==> src/design/ptm_pkg.sv <==
package ptm_pkg;

	localparam int CHAN_W    = 3;
	localparam int VALUE_W   = 16;
	localparam int SUM_W     = 22;
	localparam int CNT_W     = 7;
	localparam int TRIM_DROP = 2;

	typedef struct packed {
		logic [CNT_W-1:0]   count;
		logic [SUM_W-1:0]   sum;
		logic [VALUE_W-1:0] lo;
		logic [VALUE_W-1:0] hi;
	} chan_entry_t;

	localparam chan_entry_t ENTRY_RESET = '{
		count: '0,
		sum:   '0,
		lo:    '1,
		hi:    '0
	};

	typedef struct packed {
		logic              valid;
		logic [CHAN_W-1:0] channel;
		logic [SUM_W-1:0]  mid;
	} div_req_t;

endpackage

==> src/design/ptm_chan_mem.sv <==
module ptm_chan_mem
	import ptm_pkg::*;
#(
	parameter int NUM_CHANNELS       = 8,
	parameter int SAMPLES_PER_RESULT = 10
) (
	input  logic               clk,
	input  logic               arst_n,
	input  logic               in_valid,
	output logic               in_stall,
	input  logic [CHAN_W-1:0]  channel,
	input  logic [VALUE_W-1:0] sample,
	output div_req_t           req,
	input  logic               req_ready
);

	localparam int DEPTH = (NUM_CHANNELS < (1 << CHAN_W)) ? NUM_CHANNELS : (1 << CHAN_W);
	localparam int AW    = (DEPTH > 1) ? $clog2(DEPTH) : 1;
	localparam logic [CNT_W-1:0] N_CNT = CNT_W'(SAMPLES_PER_RESULT);

	chan_entry_t         mem_q [DEPTH];
	logic [DEPTH-1:0]    vld_q;
	chan_entry_t         rd_q;

	logic                valid_s1;
	logic [CHAN_W-1:0]   chan_s1;
	logic [VALUE_W-1:0]  sample_s1;

	logic                wr_valid_q;
	logic [AW-1:0]       wr_idx_q;
	chan_entry_t         wr_q;

	logic                take;
	logic [AW-1:0]       idx_s1;
	chan_entry_t         cur;
	chan_entry_t         nxt;
	logic                emit;
	logic                go;
	logic                wr_en;
	logic [SUM_W-1:0]    ends;

	assign idx_s1   = chan_s1[AW-1:0];
	assign take     = in_valid && !in_stall && (int'(channel) < NUM_CHANNELS);
	assign emit     = cur.count >= N_CNT;
	assign go       = !emit || req_ready;
	assign wr_en    = valid_s1 && go;
	assign in_stall = valid_s1 && !go;

	always_comb begin
		priority if (wr_valid_q && wr_idx_q == idx_s1) begin
			cur = wr_q;
		end else if (vld_q[idx_s1]) begin
			cur = rd_q;
		end else begin
			cur = ENTRY_RESET;
		end
	end

	always_comb begin
		nxt       = cur;
		nxt.sum   = cur.sum + {{(SUM_W-VALUE_W){1'b0}}, sample_s1};
		nxt.count = cur.count + CNT_W'(1);
		if (sample_s1 < cur.lo) begin
			nxt.lo = sample_s1;
		end
		if (sample_s1 > cur.hi) begin
			nxt.hi = sample_s1;
		end
		if (emit) begin
			nxt = ENTRY_RESET;
		end
	end

	assign ends        = SUM_W'({1'b0, cur.lo} + {1'b0, cur.hi});
	assign req.valid   = valid_s1 && emit;
	assign req.channel = chan_s1;
	assign req.mid     = (cur.sum >= ends) ? (cur.sum - ends) : '0;

	always_ff @(posedge clk) begin
		if (take) begin
			rd_q <= mem_q[channel[AW-1:0]];
		end
		if (wr_en) begin
			mem_q[idx_s1] <= nxt;
		end
	end

	always_ff @(posedge clk or negedge arst_n) begin
		if (!arst_n) begin
			valid_s1   <= 1'b0;
			vld_q      <= '0;
			wr_valid_q <= 1'b0;
		end else begin
			if (take) begin
				valid_s1 <= 1'b1;
			end else if (wr_en) begin
				valid_s1 <= 1'b0;
			end
			if (wr_en) begin
				vld_q[idx_s1] <= 1'b1;
				wr_valid_q    <= 1'b1;
			end
		end
	end

	always_ff @(posedge clk) begin
		if (take) begin
			chan_s1   <= channel;
			sample_s1 <= sample;
		end
		if (wr_en) begin
			wr_idx_q <= idx_s1;
			wr_q     <= nxt;
		end
	end

endmodule

==> src/design/ptm_div.sv <==
module ptm_div
	import ptm_pkg::*;
#(
	parameter int SAMPLES_PER_RESULT = 10
) (
	input  logic               clk,
	input  logic               arst_n,
	input  div_req_t           req,
	output logic               req_ready,
	output logic               out_valid,
	input  logic               out_stall,
	output logic [CHAN_W-1:0]  result_channel,
	output logic [VALUE_W-1:0] filtered_value
);

	localparam int DIVISOR = SAMPLES_PER_RESULT - TRIM_DROP;
	localparam int RECIP_W = SUM_W + 1;
	localparam int PROD_W  = SUM_W + RECIP_W;
	localparam int DIV_W   = $clog2(DIVISOR + 1);
	localparam int BACK_W  = SUM_W + DIV_W;
	localparam logic [RECIP_W-1:0] RECIP_C = RECIP_W'((2 ** SUM_W) / DIVISOR);
	localparam logic [DIV_W-1:0]   DIV_C   = DIV_W'(DIVISOR);

	logic               valid_s2;
	logic [CHAN_W-1:0]  chan_s2;
	logic [SUM_W-1:0]   mid_s2;

	logic               valid_s3;
	logic [CHAN_W-1:0]  chan_s3;
	logic [SUM_W-1:0]   mid_s3;
	logic [SUM_W-1:0]   quot_s3;

	logic               out_valid_q;
	logic [CHAN_W-1:0]  chan_q;
	logic [VALUE_W-1:0] value_q;

	logic               out_free;
	logic               free_s3;
	logic [PROD_W-1:0]  prod;
	logic [BACK_W-1:0]  back;
	logic [SUM_W-1:0]   rem;
	logic [SUM_W-1:0]   quot_fix;
	logic [VALUE_W-1:0] mean;

	assign out_free  = !out_valid_q || !out_stall;
	assign free_s3   = !valid_s3 || out_free;
	assign req_ready = !valid_s2 || free_s3;

	assign prod     = PROD_W'(mid_s2) * PROD_W'(RECIP_C);
	assign back     = BACK_W'(quot_s3) * BACK_W'(DIV_C);
	assign rem      = mid_s3 - back[SUM_W-1:0];
	assign quot_fix = quot_s3 + SUM_W'(rem >= SUM_W'(DIV_C));
	assign mean     = (quot_fix > SUM_W'({VALUE_W{1'b1}})) ? '1 : quot_fix[VALUE_W-1:0];

	always_ff @(posedge clk or negedge arst_n) begin
		if (!arst_n) begin
			valid_s2    <= 1'b0;
			valid_s3    <= 1'b0;
			out_valid_q <= 1'b0;
		end else begin
			if (req_ready) begin
				valid_s2 <= req.valid;
			end
			if (free_s3) begin
				valid_s3 <= valid_s2;
			end
			if (out_free) begin
				out_valid_q <= valid_s3;
			end
		end
	end

	always_ff @(posedge clk) begin
		if (req_ready && req.valid) begin
			chan_s2 <= req.channel;
			mid_s2  <= req.mid;
		end
		if (free_s3 && valid_s2) begin
			chan_s3 <= chan_s2;
			mid_s3  <= mid_s2;
			quot_s3 <= prod[SUM_W +: SUM_W];
		end
		if (out_free && valid_s3) begin
			chan_q  <= chan_s3;
			value_q <= mean;
		end
	end

	assign out_valid      = out_valid_q;
	assign result_channel = chan_q;
	assign filtered_value = value_q;

endmodule

==> src/design/per_channel_trimmed_mean_adc_filter.sv <==
// channel  direction  handshake            payload
// in       input      in_valid / in_stall  channel[2:0], sample[15:0]
// out      output     out_valid/out_stall  result_channel[2:0], filtered_value[15:0]
//
// One transaction per cycle while in_stall is low; the channel state memory is read at
// accept and written back when the s1 stage advances, with the last write forwarded.
// A result passes the s1, s2 and s3 stages and the output register, through a reciprocal
// multiply and one correction step.
// Reset clears all per-channel state at once through per-entry valid bits.
// in_stall rises only when a result must enter a full, stalled output path.
module per_channel_trimmed_mean_adc_filter
	import ptm_pkg::*;
#(
	parameter int NUM_CHANNELS       = 8,
	parameter int SAMPLES_PER_RESULT = 10
) (
	input  logic               clk,
	input  logic               arst_n,
	input  logic               in_valid,
	output logic               in_stall,
	input  logic [CHAN_W-1:0]  channel,
	input  logic [VALUE_W-1:0] sample,
	output logic               out_valid,
	input  logic               out_stall,
	output logic [CHAN_W-1:0]  result_channel,
	output logic [VALUE_W-1:0] filtered_value
);

	div_req_t req;
	logic     req_ready;

	ptm_chan_mem #(
		.NUM_CHANNELS       (NUM_CHANNELS),
		.SAMPLES_PER_RESULT (SAMPLES_PER_RESULT)
	) u_mem (
		.clk       (clk),
		.arst_n    (arst_n),
		.in_valid  (in_valid),
		.in_stall  (in_stall),
		.channel   (channel),
		.sample    (sample),
		.req       (req),
		.req_ready (req_ready)
	);

	ptm_div #(
		.SAMPLES_PER_RESULT (SAMPLES_PER_RESULT)
	) u_div (
		.clk            (clk),
		.arst_n         (arst_n),
		.req            (req),
		.req_ready      (req_ready),
		.out_valid      (out_valid),
		.out_stall      (out_stall),
		.result_channel (result_channel),
		.filtered_value (filtered_value)
	);

endmodule

==> config.mk <==
export PLATFORM = sky130hd
export DESIGN_NAME = per_channel_trimmed_mean_adc_filter
export DESIGN_NICKNAME = d
export VERILOG_FILES = /design/src/design/ptm_pkg.sv /design/src/design/ptm_chan_mem.sv /design/src/design/ptm_div.sv /design/src/design/per_channel_trimmed_mean_adc_filter.sv
export SDC_FILE = /design/constraint.sdc
export NUM_CORES = 1
export LEC_CHECK = 0
export BUFFER_PORTS_ARGS = -buffer_cell sky130_fd_sc_hd__buf_2
export CORE_MARGIN = 2
export CORE_UTILIZATION = 55
export DETAILED_ROUTE_END_ITERATION = 7
export PLACE_DENSITY_LB_ADDON = 0.2
export RECOVER_POWER = 50
export SYNTH_ARGS = -nofsm -noshare
export SYNTH_HDL_FRONTEND = slang
export SYNTH_HIERARCHICAL = 1
export SYNTH_SLANG_ARGS = --single-unit
==> constraint.sdc <==
create_clock -name clk -period 30.2 [get_ports clk]
set_clock_uncertainty 0.2 [all_clocks]
set_input_delay 6.04 -clock clk [delete_from_list [all_inputs] [get_ports clk]]
set_output_delay 6.04 -clock clk [all_outputs]
set_load 0.02 [all_outputs]
# Yosys cells after proc, flatten, opt, wreduce, memory -nomap -nowiden
# Memories as Yosys holds them, arrays and structs flattened. A register that Yosys moved wholly into a read port is not among the register bits.
# Cells that the tools add are included.
# totals
memories,1
in_bits,23
output_inout_bits,21
regBits,184
ramBits,488
# memory_table
name,depth,word_bits,read_ports,rd_clocked_by_memory_dff,wr,line_no,rtl
u_mem.mem_q,8,61,1,1,1,ptm_chan_mem.sv:21,chan_entry_t mem_q [DEPTH];
# classes
n_reduce_logical,21
n_eq_ne,1
mux,13
n_addsub,6
magnitude_cmp,8
bitwise,1
# ops
op,count
$mux 61,3
$sub 22x22->22,2
$mux 16,2
$add 22x16->22,1
$ge 22x22->1,1
$ge 22x4->1 const B,1
$gt 22x16->1 const B,1
$add 19x1->20,1
$add 16x16->17,1
$gt 16x16->1,1
$lt 16x16->1,1
$logic_and 1x1->1,9
$or 8x8->8,1
$add 7x1->7 const B,1
$ge 7x4->1 const B,1
$logic_not 1->1,7
$mux 1,6
$logic_or 1x1->1,4
$lt 3x4->1 const B,1
$bmux 1 s3,1
$demux 1 s3,1
$eq 3x3->1,1
$ge 3x1->1 const B,1
$reduce_bool 2->1,1

# Depth between registers and ports, before layout
# Gate-level depths: netlist (run 1).
# logic_depth
ltp_word,12
mapped_depth,30
mapped_depth_nobuf,24

# Hierarchy
# The synthesis (run 1) kept the hierarchy.
# by_module_without_submodules
mod,cells_per_inst,seq_area_each_um2,area_per_inst_um2,instances
ptm_chan_mem,1673,19228.4,27976.8,1
ptm_div,92,1966.9,2145.8,1

# Least setup slack after synthesis (run 1)
# OpenSTA, ideal clock, no wires.
# synth_timing
path_kind,input-to-reg
from,input out_stall
to,register u_mem.vld_q[0]
path_slack_ns,17.072
setup_ns,0.101
n_path_buf,0
t_required_ns,29.899
path_stages,4
arrival_ns,12.827
cell_sequence,nand4_1 > o21ai_0 > nor4_1 > or2_2
# synth_between
elab_chain_len,6
# synth_rtl
item,line_no,rtl
start: declaration,per_channel_trimmed_mean_adc_filter.sv:24,"input logic out_stall,"
$logic_not 1->1,ptm_div.sv:45,assign out_free = !out_valid_q || !out_stall;
$logic_or 1x1->1,ptm_div.sv:45,
$logic_or 1x1->1,ptm_div.sv:46,assign free_s3 = !valid_s3 || out_free;
$logic_or 1x1->1,ptm_div.sv:47,assign req_ready = !valid_s2 || free_s3;
$logic_or 1x1->1,ptm_chan_mem.sv:45,assign go = !emit || req_ready;
$logic_and 1x1->1,ptm_chan_mem.sv:46,assign wr_en = valid_s1 && go;
end signal: assignment,ptm_chan_mem.sv:91,vld_q <= '0;
end signal: indexed assignment,ptm_chan_mem.sv:100,vld_q[idx_s1] <= 1'b1;
end: declaration,ptm_chan_mem.sv:22,logic [DEPTH-1:0] vld_q;
# Every way passes these cells.
# A chain may end at the register's enable or synchronous reset.

# Final worst setup path (run 1)
# layout_timing
from,input out_stall
to,output in_stall
# layout_between
elab_chain_len,7
# layout_rtl
item,line_no,rtl
$logic_not 1->1,ptm_div.sv:45,
$logic_or 1x1->1,ptm_div.sv:45,
$logic_or 1x1->1,ptm_div.sv:46,
$logic_or 1x1->1,ptm_div.sv:47,
via req_ready,per_channel_trimmed_mean_adc_filter.sv:30,logic req_ready;
$logic_or 1x1->1,ptm_chan_mem.sv:45,
$logic_not 1->1,ptm_chan_mem.sv:47,assign in_stall = valid_s1 && !go;
$logic_and 1x1->1,ptm_chan_mem.sv:47,
end: declaration,per_channel_trimmed_mean_adc_filter.sv:20,"output logic in_stall,"
# The timed path passes the listed nets, and every way through them passes these cells.

==> results by stage, run 1 <==
Floorplanning:
- The floorplan has 85 rows.
- The core region is 53900 sq um.
- The floorplan step set the die width to 238 microns.
- The initial cell density of the core is 55.8%.
- During I/O placement, the number of pins put on the boundary was 44.
- Measured along the y axis, the die boundary spans 238 microns.
- The floorplan step defined a die boundary enclosing 56600 sq um.

Clocking:
- The number of hold-repair buffers added at the cts stage is 0.
- Clock-pin slew was measured on the worst setup and hold paths at 0.06 ns.
- The number of buffers inserted to repair setup after CTS is 0.
- The CTS tree is done.
- The total CTS buffers is 72.
- The insertion delay of the later-clocked pin in the worst-skew pair is 0.61 ns.
- The root buffer cell chosen for the clock tree is sky130_fd_sc_hd__clkbuf_16.
- The H-tree generated during clock tree synthesis spans 3 levels.
- Gates resized during post-CTS repair numbered 0.
- The number of buffers on the longest clock path is 3.
- The number of sinks handled by clock tree synthesis is 708.

GRT:
- Entering global routing, the biggest net connects 81 pins.
- Global routing consumed, over all layers together, 23.0% of the routing resources.
- The number of antenna violations at the first check in global routing is 0.
- The residual overflow from global routing is 0.
- The first-pass GRT wire length is 97700 microns.
- The number of global-route vias before repair came to 16.2k.

Finish:
- In the final layout, the share of cells above drive strength 1 is 19.3%.
- The number of inserted filler cells in the final layout is 3780.
- Compared with the post-synthesis result, the final layout area differs by 11.1%.
- The final net count is 1953.
- The sequential cells in the finished layout cover a total of 21200 sq um.
- The area of all placed cells without fillers is 33400 sq um.
- The non-filler instance count after layout is 2608.
- The area of the multi-input gates is 8530 sq um.

Timing:
- Based on the critical path, the design can be clocked at up to 76.2 MHz.
- The total of endpoints with negative setup slack in the final report is 0.
- Once routing completed, OpenROAD measured the worst setup slack at 17.08 ns.
- Subtracting the final worst setup slack from the clock period gives 13.12 ns.
- After layout, the worst path uses 43.5% of the clock period.
- The setup TNS is 0 ns.
- The hold violation total from the final report was 0.
- For the pin with the worst max-slew slack, the measured transition is 6.91 ns.
- Setup repair after global routing left no endpoint under its margin.
- The relative max-transition margin is -361%.
- The final-report max-slew violation count is 336.

Detailed routing:
- In the routed design, unresolved DRC markers number 0.
- Summed over all layers, the routed wires come to 63300 microns.
- The detail-routed net length per standard cell is 24.3 microns.
- The overall via count from detail_route is 16.0k.
- The first detailed-routing pass ran for 5 iterations.
- The violation count after the first detailed-routing iteration is 1528.
- The number of nets with antenna violations after detailed routing is 0.
- In the routed layout, each cell is associated on average with a via count of 6.12.

Setup path:
- The class of the most critical setup path is in -> out.
- For the worst setup path, the data required time is 23.96 ns.
- Among all stages on the critical path, the largest delay is contributed by sky130_fd_sc_hd__nor2b_1.
- The worst setup path is captured at a primary output.
- Of all nets on the critical path, the largest fanout is 4.
- The worst setup path is launched from an input pin.
- The signal on the critical path passes through clkbuf_1 -> nand4_1 -> nor2b_1 -> buf_2.
- For the worst setup path, the data arrival time is 6.88 ns.
- On the worst path, the slowest cell contributes a delay of 0.29 ns.

Place:
- At the end of routability-driven placement, the weighted congestion stood at 0.882.
- The number of buffers inserted by port buffering is 43.
- Prior to clock tree synthesis, the placed netlist has a worst setup slack of 17.14 ns.
- After detailed placement, the design holds a cell count of 2480.
- Detailed placement ended at an HPWL of 37200 microns.
- The area after detailed placement is 31300 sq um.

Yosys:
- After synthesis the cells add up to 30100 sq um.
- The synthesized area per cell is 17.1 sq um.
- The count of synthesis-stage warnings from yosys is 6.
- The post-synthesis cell count is 1761.

Hold path:
- The min-delay analysis places its worst path in the category reg -> reg.

Pwr:
- The post-route total power is 2.61 mW.
- The static leakage is 11.4 nW.
- The worst vdd rail ir drop is 41.3 uV.
- Power spread over the standard cell area amounts to 78.0 nW/um^2.

Status:
- The flow ran to the end, but the final reports show violations.
- The checks that failed: capacitance limit, slew limit.

Run:
- The tool flagged a number of max-cap violations equal to 9.
==> per-layer routing <==
layer / part of all wire, % / GRT usage, %
met1: 44 / 33.5
met2: 47 / 36.5
met3: 6.3 / 3.42
met4: 2.2 / 6.65
met5: 0 / 0
==> through the flow <==
step                      hold slack, ns  util (%)
final                              0.219      62.0
after detailed placement           0.205      58.0
after global placement             0.202      58.0
after CTS                          0.218      62.3
after global routing               0.222      62.0
after floorplan                    0.200         -
==> path summary, 6_finish.rpt <==
| kind | start | end | slack (ns) | depth (start not counted) |
|---|---|---|---|---|
| worst max-delay path | out_stall | in_stall | 17.08 | 4 |
| worst min-delay path | u_div/mid_s2[8] | u_div/mid_s3[8] | 0.22 | 0 |
| worst max register to register | u_mem/chan_s1[2] | u_mem/mem_q[6][56] | 20.62 | 17 |
| worst min register to register | u_div/mid_s2[8] | u_div/mid_s3[8] | 0.22 | 0 |
| max in group asynchronous | arst_n | u_mem/valid_s1 | 24.13 | 1 |
| min in group asynchronous | arst_n | u_mem/vld_q[0] | 5.23 | 1 |
==> cell type report <==
| cell class | count | share of cell area [%] |
|---|---|---|
| clock buffers | 85 | 5.60 |
| well taps | 696 | 2.60 |
| flip-flops and latches | 708 | 63.4 |
| inverters | 42 | 0.472 |
| clock inverters | 42 | 1.24 |
| diodes | 1 | 0.00748 |
| repair buffers | 72 | 1.18 |
| multi-input cells | 962 | 25.5 |
==> power breakdown <==
part | internal, mW | switching [mW] | leakage (nW)
clock network | 0.504 | 0.362 | 1.11
logic | 0.172 | 0.311 | 3.68
registers | 1.23 | 0.0275 | 6.57
total | 1.91 | 0.700 | 11.4
==> critical path, delay by kind of cell <==
kind | cells | cell delay, ns
buffers and inverters | 2 | 0.38
AND/OR/NAND/NOR | 2 | 0.46
==> placed cells by master (no fill, tap or decap), types with 38 or more instances in the layout <==
cell type / instances
sky130_fd_sc_hd__nand2_1: 108
sky130_fd_sc_hd__a21oi_1: 60
sky130_fd_sc_hd__mux2_2: 62
sky130_fd_sc_hd__ha_1: 70
sky130_fd_sc_hd__inv_1: 41
sky130_fd_sc_hd__xnor2_1: 38
sky130_fd_sc_hd__o21ai_0: 53
sky130_fd_sc_hd__mux4_2: 122
sky130_fd_sc_hd__edfxtp_1: 695
sky130_fd_sc_hd__clkbuf_16: 73
sky130_fd_sc_hd__nor2_1: 104
==> state kept, by name, indices dropped and copies added, names as in the netlist <==
signal                cells
u_div/valid_s2            1
u_mem/chan_s1             3
u_mem/rd_q               61
u_div/mid_s3             19
u_div/mid_s2             19
u_mem/wr_valid_q          1
u_mem/sample_s1          16
u_div/filtered_value     16
u_mem/mem_q             488
u_mem/wr_q               61
u_mem/valid_s1            1
u_div/chan_s2             3
u_mem/wr_idx_q            3
u_div/out_valid           1
u_div/chan_s3             3
u_div/result_channel      3
u_mem/vld_q               8
u_div/valid_s3            1
Power figures use the tool's default switching activity.
==> run 2, diff against run 1 <==
==> constraint.sdc (replaced) <==
create_clock -name clk -period 12.85 [get_ports clk]
set_clock_uncertainty 0.2 [all_clocks]
set_input_delay 2.57 -clock clk [delete_from_list [all_inputs] [get_ports clk]]
set_output_delay 2.57 -clock clk [all_outputs]
set_load 0.02 [all_outputs]
==> results by stage, run 2 (same netlist as run 1, synthesis figures left out) <==
Status:
- The flow ran to the end, but the final reports show violations.
- The final reports fail on capacitance limit, slew limit.

Detailed routing:
- The detail-routed net length per standard cell is 24.2 microns (-0.17%).
- Signal routing reaches up to met4.
- The met2 layer wire length in the routed design came to 30600 microns (+2.3%).
- The via count normalized by instance count is 6.11 (-0.11%).
- The number of nets with antenna violations after detailed routing is 0 (unchanged).
- The routed metal-1 wire length is 27900 microns (-0.67%).
- The violation count after the first detailed-routing iteration was 1437 (-6.0%).
- The overall via count from detail_route was 15.9k (-0.15%).
- The sum of met3 wire segment lengths after detailed routing is 3520 microns (-12%).
- The wire length reported by the detailed router is 63200 microns (-0.21%).
- The number of detailed-route iterations in the first pass was 7 (+2).
- The count of unresolved DRC violations after routing is 0 (unchanged).

GRT:
- The total global-route track usage is 23.0% (about the same).
- The number of antenna violations at the first check in global routing is 0 (unchanged).
- The first-pass GRT wire length is 97100 microns (-0.66%).
- The largest net degree at the start of global routing is 79 (-2.5%).
- The residual overflow from global routing is 0 (unchanged).
- The number of global-route vias before repair was 16.1k (-0.65%).

Finish:
- The share of cells above drive strength 1 is 17.9% (-1.4 points).
- The core occupancy in the finished layout is 61.9% (-0.065 points).
- The top cell types in the final layout, fill and taps aside, are 695 x sky130_fd_sc_hd__edfxtp_1, 122 x sky130_fd_sc_hd__mux4_2, 108 x sky130_fd_sc_hd__nand2_1, 104 x sky130_fd_sc_hd__nor2_1, 75 x sky130_fd_sc_hd__clkbuf_16.
- The area used by sequential logic in the layout was 21200 sq um (unchanged).
- The register with the most flip-flops is u_mem/mem_q.
- Relative to the synthesized area, the layout overhead comes to 10.9%.
- The library cell used most frequently in the layout, excluding fill and tap cells, is sky130_fd_sc_hd__edfxtp_1.
- The number of inserted filler cells in the final layout is 3779 (-0.026%).
- The final net count was 1952 (-0.051%).
- The area of the multi-input gates is 8520 sq um (about the same).
- The flip-flop count of the largest register after layout is 488 (unchanged).
- The largest registers in the layout are u_mem/mem_q x488, u_mem/rd_q x61, u_mem/wr_q x61.
- The non-filler instance count after layout came to 2607 (-0.038%).
- The count of antenna diodes in the layout is 0 (-1).
- The area of all placed cells without fillers is 33400 sq um (-0.10%).

Timing:
- The setup TNS is 0 ns (unchanged).
- The final critical-path required period is 9.42 ns.
- The hold violation total from the final report came to 0 (unchanged).
- The final-report max-slew violation count came to 520 (+55%).
- The post-route worst setup slack came to 3.43 ns (-13.65 ns).
- The slew of the pin with the lowest slew margin is 3.81 ns (-3.11 ns).
- The total of endpoints with negative setup slack in the final report is 0 (unchanged).
- The maximum clock frequency is 106 MHz.
- The worst hold-check slack was 0.208 ns (-0.0107 ns).
- The relative max-transition margin is -154% (+210 points).
- After layout, the worst path uses 73.3% of the clock period.
- Setup repair after global routing left no endpoint under its margin.

Setup path:
- The maximum fanout encountered on the critical timing path is 43 (+39).
- The worst setup path is of the reg -> out kind.
- The worst setup path is captured at a primary output.
- The data arrival time of the critical path is 6.65 ns (-0.23 ns).
- The data required time of the worst path is 10.08 ns (-13.88 ns).
- The reg2reg setup slack is 3.77 ns (-16.85 ns).
- The worst register-to-register path begins at u_mem/chan_s1[2].
- The most critical setup path has its startpoint at u_mem/chan_s1[2].
- The worst setup path is launched from a register.

Place:
- The placed wire-length estimate was 37900 microns (+2.0%).
- The post-placement worst setup slack came to 5.36 ns (-11.78 ns).
- The area after detailed placement was 31300 sq um (unchanged).
- The cell total after placement is 2480 (unchanged).
- The routability-driven placement congestion ratio is 0.891 (+1.0%).
- The number of buffers inserted by port buffering is 43 (unchanged).

Clocking:
- The deepest level of the CTS H-tree is 3 (unchanged).
- TritonCTS built the clock tree.
- The number of hold-repair buffers added at the cts stage is 0 (unchanged).
- The root buffer cell is sky130_fd_sc_hd__clkbuf_16.
- The total CTS buffers is 71 (-1.4%).
- The post-cts sizing count is 0 (unchanged).
- The insertion delay of the later-clocked pin in the worst-skew pair is 0.61 ns (about the same).
- The number of buffers inserted to repair setup after CTS is 0 (unchanged).
- The number of buffers on the longest clock path is 3 (unchanged).
- The number of sinks handled by clock tree synthesis is 708 (unchanged).
- The clock-pin slew of the registers on the worst-case setup and hold paths was 0.06 ns (about the same).

Floorplanning:
- The boundary pin count was 44 (unchanged).
- The initial cell density of the core is 55.8% (unchanged).
- The die height is 238 microns (unchanged).
- The core region area is 53900 sq um (unchanged).
- The count of standard-cell rows is 85 (unchanged).
- The area enclosed by the die boundary is 56600 sq um (unchanged).
- The width of the die is 238 microns (unchanged).

Pwr:
- The power density over cell area is 183 nW/um^2 (+140%).
- The static leakage is 11.3 nW (-0.38%).
- The worst vdd rail ir drop was 95.0 uV (+130%).
- The post-route total power was 6.13 mW (+140%).

Hold path:
- The worst hold-check path type is reg -> reg.
- The start point of the worst min-delay path is u_div/chan_s2[2].

Run:
- The max-cap check violation count was 16 (+7).
[run 2: changes by cell type in the layout (fill, tap and decap cells not counted), moves of 3 or more]
cell,delta
sky130_fd_sc_hd__buf_4,-5
sky130_fd_sc_hd__buf_2,-18
sky130_fd_sc_hd__clkinv_1,-4
sky130_fd_sc_hd__clkbuf_1,+28
sky130_fd_sc_hd__mux2_2,-3
sky130_fd_sc_hd__mux2_1,+3
[run 2: path summary, 6_finish.rpt]
| check | end | cells past startpoint |
|---|---|---|
| max | in_stall | 13 |
| min | u_div/chan_s3[2] | 0 |
| max reg2reg | u_mem/mem_q[2][47] | 14 |
| min reg2reg | u_div/chan_s3[2] | 0 |
| max in group asynchronous | u_mem/vld_q[0] | 1 |
| min in group asynchronous | u_div/valid_s3 | 1 |
[run 2: critical path: stages, from the launching register on]
cell and delay (ns):
sky130_fd_sc_hd__edfxtp_1 0.60, sky130_fd_sc_hd__or4b_1 0.55, sky130_fd_sc_hd__o221a_2 0.17, sky130_fd_sc_hd__and3_1 0.43, sky130_fd_sc_hd__clkbuf_1 0.54, sky130_fd_sc_hd__o21ai_0 0.57, sky130_fd_sc_hd__ha_1 0.23, sky130_fd_sc_hd__a2111oi_0 0.06
sky130_fd_sc_hd__nor2_1 0.26, sky130_fd_sc_hd__a211o_2 0.15, sky130_fd_sc_hd__clkbuf_1 1.60, sky130_fd_sc_hd__and2_0 0.31, sky130_fd_sc_hd__nor2b_1 0.32, sky130_fd_sc_hd__buf_2 0.23
[run 2: layer usage]
layer	global-route usage, %	vias to the layer above
met5	0	-
met4	6.23	0
met3	3.02	83
met2	37.9	519
met1	32.8	8244
li1	-	7094
[run 2: final cells by class]
type,instances,share of cell area [%]
Sequential cell,708,63.5
Clock inverter,35,1.07
Tap cell,696,2.61
Inverter,42,0.472
Timing Repair Buffer,72,1.06
Multi-Input combinational cell,962,25.5
Clock buffer,92,5.81
[run 2: report_power, final]
group | internal (mW) | total, mW | switching [mW]
clock network | 1.21 | 2.04 | 0.832
logic | 0.400 | 1.13 | 0.726
registers | 2.89 | 2.96 | 0.0677
==> run 3, diff against run 2 <==
==> constraint.sdc (replaced) <==
create_clock -name clk -period 8.1 [get_ports clk]
set_clock_uncertainty 0.2 [all_clocks]
set_input_delay 1.62 -clock clk [delete_from_list [all_inputs] [get_ports clk]]
set_output_delay 1.62 -clock clk [all_outputs]
set_load 0.02 [all_outputs]
==> results by stage, run 3 (same netlist as run 1, synthesis figures left out) <==
Status:
- The run finished, with violations left.
- The checks that failed: capacitance limit, slew limit.

Pwr:
- The total net switching power came to 2.59 mW (+59%).
- The internal power of the cells is 7.12 mW (+58%).
- The clock group share of total power is 33.2% (about the same).
- The combinational share of power was 18.4% (about the same).
- The worst vdd rail ir drop is 222 uV (+130%).
- The share of total power in sequential cells is 48.4% (about the same).
- The static leakage is 11.4 nW (+0.49%).
- The share of total power consumed by net switching is 26.7% (+0.14 points).
- The power density over cell area is 290 nW/um^2 (+58%).

Timing:
- The final-report max-slew violation count is 285 (-45%).
- The final critical-path required period is 7.39 ns.
- The total of endpoints with negative setup slack in the final report is 0 (unchanged).
- Setup repair after global routing left no endpoint under its margin.
- The slew of the pin with the lowest slew margin was 5.56 ns (+1.75 ns).
- Dividing the final minimum period by the clock period gives 91.3%.
- The maximum clock frequency is 135 MHz.
- The setup TNS came to 0 ns (unchanged).
- The relative max-transition margin was -271% (-120 points).
- The worst hold-check slack was 0.217 ns (+0.00902 ns).
- The hold violation total from the final report is 0 (unchanged).

Clocking:
- The number of sinks handled by clock tree synthesis is 708 (unchanged).
- The total CTS buffers came to 72 (+1.4%).
- The number of buffers inserted to repair setup after CTS is 0 (unchanged).
- The post-cts sizing count came to 0 (unchanged).
- TritonCTS built the clock tree.
- The clock-pin slew of the registers on the worst-case setup and hold paths is 0.06 ns (about the same).
- The deepest level of the CTS H-tree is 3 (unchanged).
- The number of hold-repair buffers added at the cts stage is 0 (unchanged).
- The cell sitting at the root of the clock tree is a sky130_fd_sc_hd__clkbuf_16.
- The insertion delay of the later-clocked pin in the worst-skew pair was 0.61 ns (about the same).
- The number of buffers on the longest clock path is 3 (unchanged).

GRT:
- The met2 track demand over resource is 38.4% (+0.53 points).
- The global-route track usage on met3 is 3.48% (+0.46 points).
- The residual overflow from global routing is 0 (unchanged).
- The number of global-route vias before repair was 16.2k (+0.64%).
- The met1 track demand over resource is 32.5% (-0.30 points).
- met2 is the most crowded layer.
- The largest net degree at the start of global routing came to 65 (-18%).
- The number of antenna violations at the first check in global routing is 0 (unchanged).
- The total global-route track usage is 23.4% (+0.37 points).
- The first-pass GRT wire length came to 98000 microns (+0.91%).

Detailed routing:
- The violation count after the first detailed-routing iteration was 1572 (+9.4%).
- The detail-routed net length per standard cell was 24.5 microns (+0.94%).
- The number of nets with antenna violations after detailed routing came to 0 (unchanged).
- The number of detailed-route iterations in the first pass is 5 (-2).
- The overall via count from detail_route is 15.9k (-0.56%).
- The wire length reported by the detailed router is 63900 microns (+1.1%).
- The via count normalized by instance count was 6.07 (-0.71%).
- The count of unresolved DRC violations after routing is 0 (unchanged).

Place:
- The number of buffers inserted by port buffering was 43 (unchanged).
- The placed wire-length estimate is 38500 microns (+1.5%).
- The routability-driven placement congestion ratio is 0.862 (-3.3%).
- The area after detailed placement is 31400 sq um (+0.24%).

Setup path:
- The launch point of the worst reg-to-reg path is u_mem/chan_s1[0].
- The slowest cell on the critical path is sky130_fd_sc_hd__nor2_1.
- The critical path buffer and inverter count is 0 (-3).
- STA classifies the critical path startpoint as a register.
- The reg2reg setup slack is 0.71 ns (-3.06 ns).
- The worst reg2reg path endpoint is u_div/mid_s2[15].
- Tracing the worst setup path back leads to its startpoint at u_mem/chan_s1[0].
- The sort of element at the end of the critical path is a register.
- The cell depth of the worst setup path came to 24 (+11).
- The class of the most critical setup path is reg -> reg.
- The most critical setup path has its endpoint at u_div/mid_s2[15].
- The data arrival time of the critical path is 7.51 ns (+0.86 ns).
- Traced cell by cell, the critical path runs through nand2b_1 -> o221a_2 -> and3_1 -> o21ai_0 -> ha_1 -> nand3_1 -> a31oi_1 -> a2111o_1 -> a31oi_1 -> maj3_1 -> o21ai_0 -> a21o_1 -> a21oi_1 -> xor2_1 -> ha_1 -> a21o_1 -> a21o_1 -> a21oi_1 -> nand2_1 -> o21ai_0 -> o21ai_0 -> a21o_1 -> nor2_1 -> nor2_1.
- The depth of the worst register-to-register path was 24 (+10).
- The critical path's largest stage delay is 0.74 ns (-0.86 ns).
- On the critical path the largest part of the delay comes from compound AO/OA/AOI/OAI gates.
- The data required time of the worst path is 8.22 ns (-1.86 ns).
- The maximum fanout encountered on the critical timing path came to 17 (-60%).

Hold path:
- The worst hold-check path type is reg -> reg.
- The number of instances on the worst hold path is 0 (unchanged).

Finish:
- The register with the most flip-flops is u_mem/mem_q.
- The area of all placed cells without fillers is 33500 sq um (+0.25%).
- Compared with the post-synthesis result, the final layout area differs by 11.2%.
- Leaving out fill and tap cells, the most frequent cell in the layout is sky130_fd_sc_hd__edfxtp_1.
- The count of antenna diodes in the layout is 0 (unchanged).
- The top cell types in the final layout, fill and taps aside, are 695 x sky130_fd_sc_hd__edfxtp_1, 122 x sky130_fd_sc_hd__mux4_2, 108 x sky130_fd_sc_hd__nand2_1, 104 x sky130_fd_sc_hd__nor2_1, 74 x sky130_fd_sc_hd__clkbuf_16.
- The final net count is 1956 (+0.20%).
- The number of inserted filler cells in the final layout is 3794 (+0.40%).
- In the final layout, the registers with the most flip-flops are u_mem/mem_q x488, u_mem/rd_q x61, u_mem/wr_q x61.
- The share of cells above drive strength 1 is 18.3% (+0.38 points).
- The flip-flop count of the largest register after layout is 488 (unchanged).

Floorplanning:
- The initial cell density of the core was 55.8% (unchanged).
- The count of standard-cell rows is 85 (unchanged).
- The width of the die is 238 microns (unchanged).
- The core region area is 53900 sq um (unchanged).
- The die height is 238 microns (unchanged).
- The area enclosed by the die boundary is 56600 sq um (unchanged).
- The boundary pin count was 44 (unchanged).

Run:
- The max-cap check violation count came to 8 (-8).
[run 3: cell types whose count changed in the layout (fill, tap and decap cells not counted), moves of 3 or more]
| cell | delta |
|---|---|
| sky130_fd_sc_hd__clkinv_2 | -3 |
| sky130_fd_sc_hd__clkinv_1 | +13 |
| sky130_fd_sc_hd__clkinvlp_4 | -3 |
| sky130_fd_sc_hd__clkbuf_2 | +4 |
| sky130_fd_sc_hd__clkbuf_1 | -15 |
| sky130_fd_sc_hd__buf_4 | +5 |
[run 3: per-layer routing]
metal / wire length, microns / up-vias
li1: - / 7105
met3: 4020 / 94
met2: 31200 / 533
met4: 1610 / 0
met1: 27000 / 8119
met5: 0 / -
[run 3: final cells by class]
type                    count  area [sq um]  share of cell area, %
flip-flops and latches    708         21200                   63.3
multi-input cells         962          8540                   25.5
clock buffers              85          1900                   5.68
well taps                 696           871                   2.60
repair buffers             75           422                   1.26
clock inverters            43           389                   1.16
inverters                  42           158                  0.471
[run 3: metrics by stage]
step	setup WS, ns	utilization (%)	power (mW)	std cells
after floorplan	0.0332	-	6.02	1787
after global placement	1.07	58.2	6.49	2483
after detailed placement	0.808	58.2	6.55	2483
after CTS	0.776	62.4	9.78	2611
after global routing	0.0893	62.1	10.1	2611
final	0.706	62.1	9.71	2611
[run 3: power by group through the flow]
| stage | clock, mW | combinational [mW] | sequential, mW |
|---|---|---|---|
| detailed placement | 0 | 1.79 | 4.77 |
| finish | 3.22 | 1.79 | 4.70 |
| floorplan | 0 | 1.29 | 4.73 |
| global route | 3.44 | 1.97 | 4.72 |
| global placement | 0 | 1.74 | 4.76 |
| CTS | 3.29 | 1.80 | 4.69 |
[run 3: how the worst min path moves through the flow]
stage                                 from  slack [ns]                       to
after global routing      u_div/mid_s2[21]        0.23         u_div/mid_s3[21]
after global placement    u_div/chan_s3[1]        0.20  u_div/result_channel[1]
after CTS                 u_div/chan_s3[1]        0.22  u_div/result_channel[1]
after floorplan           u_div/chan_s2[0]        0.20         u_div/chan_s3[0]
final                     u_div/mid_s2[20]        0.22         u_div/mid_s3[20]
after detailed placement  u_div/mid_s2[20]        0.20         u_div/mid_s3[20]
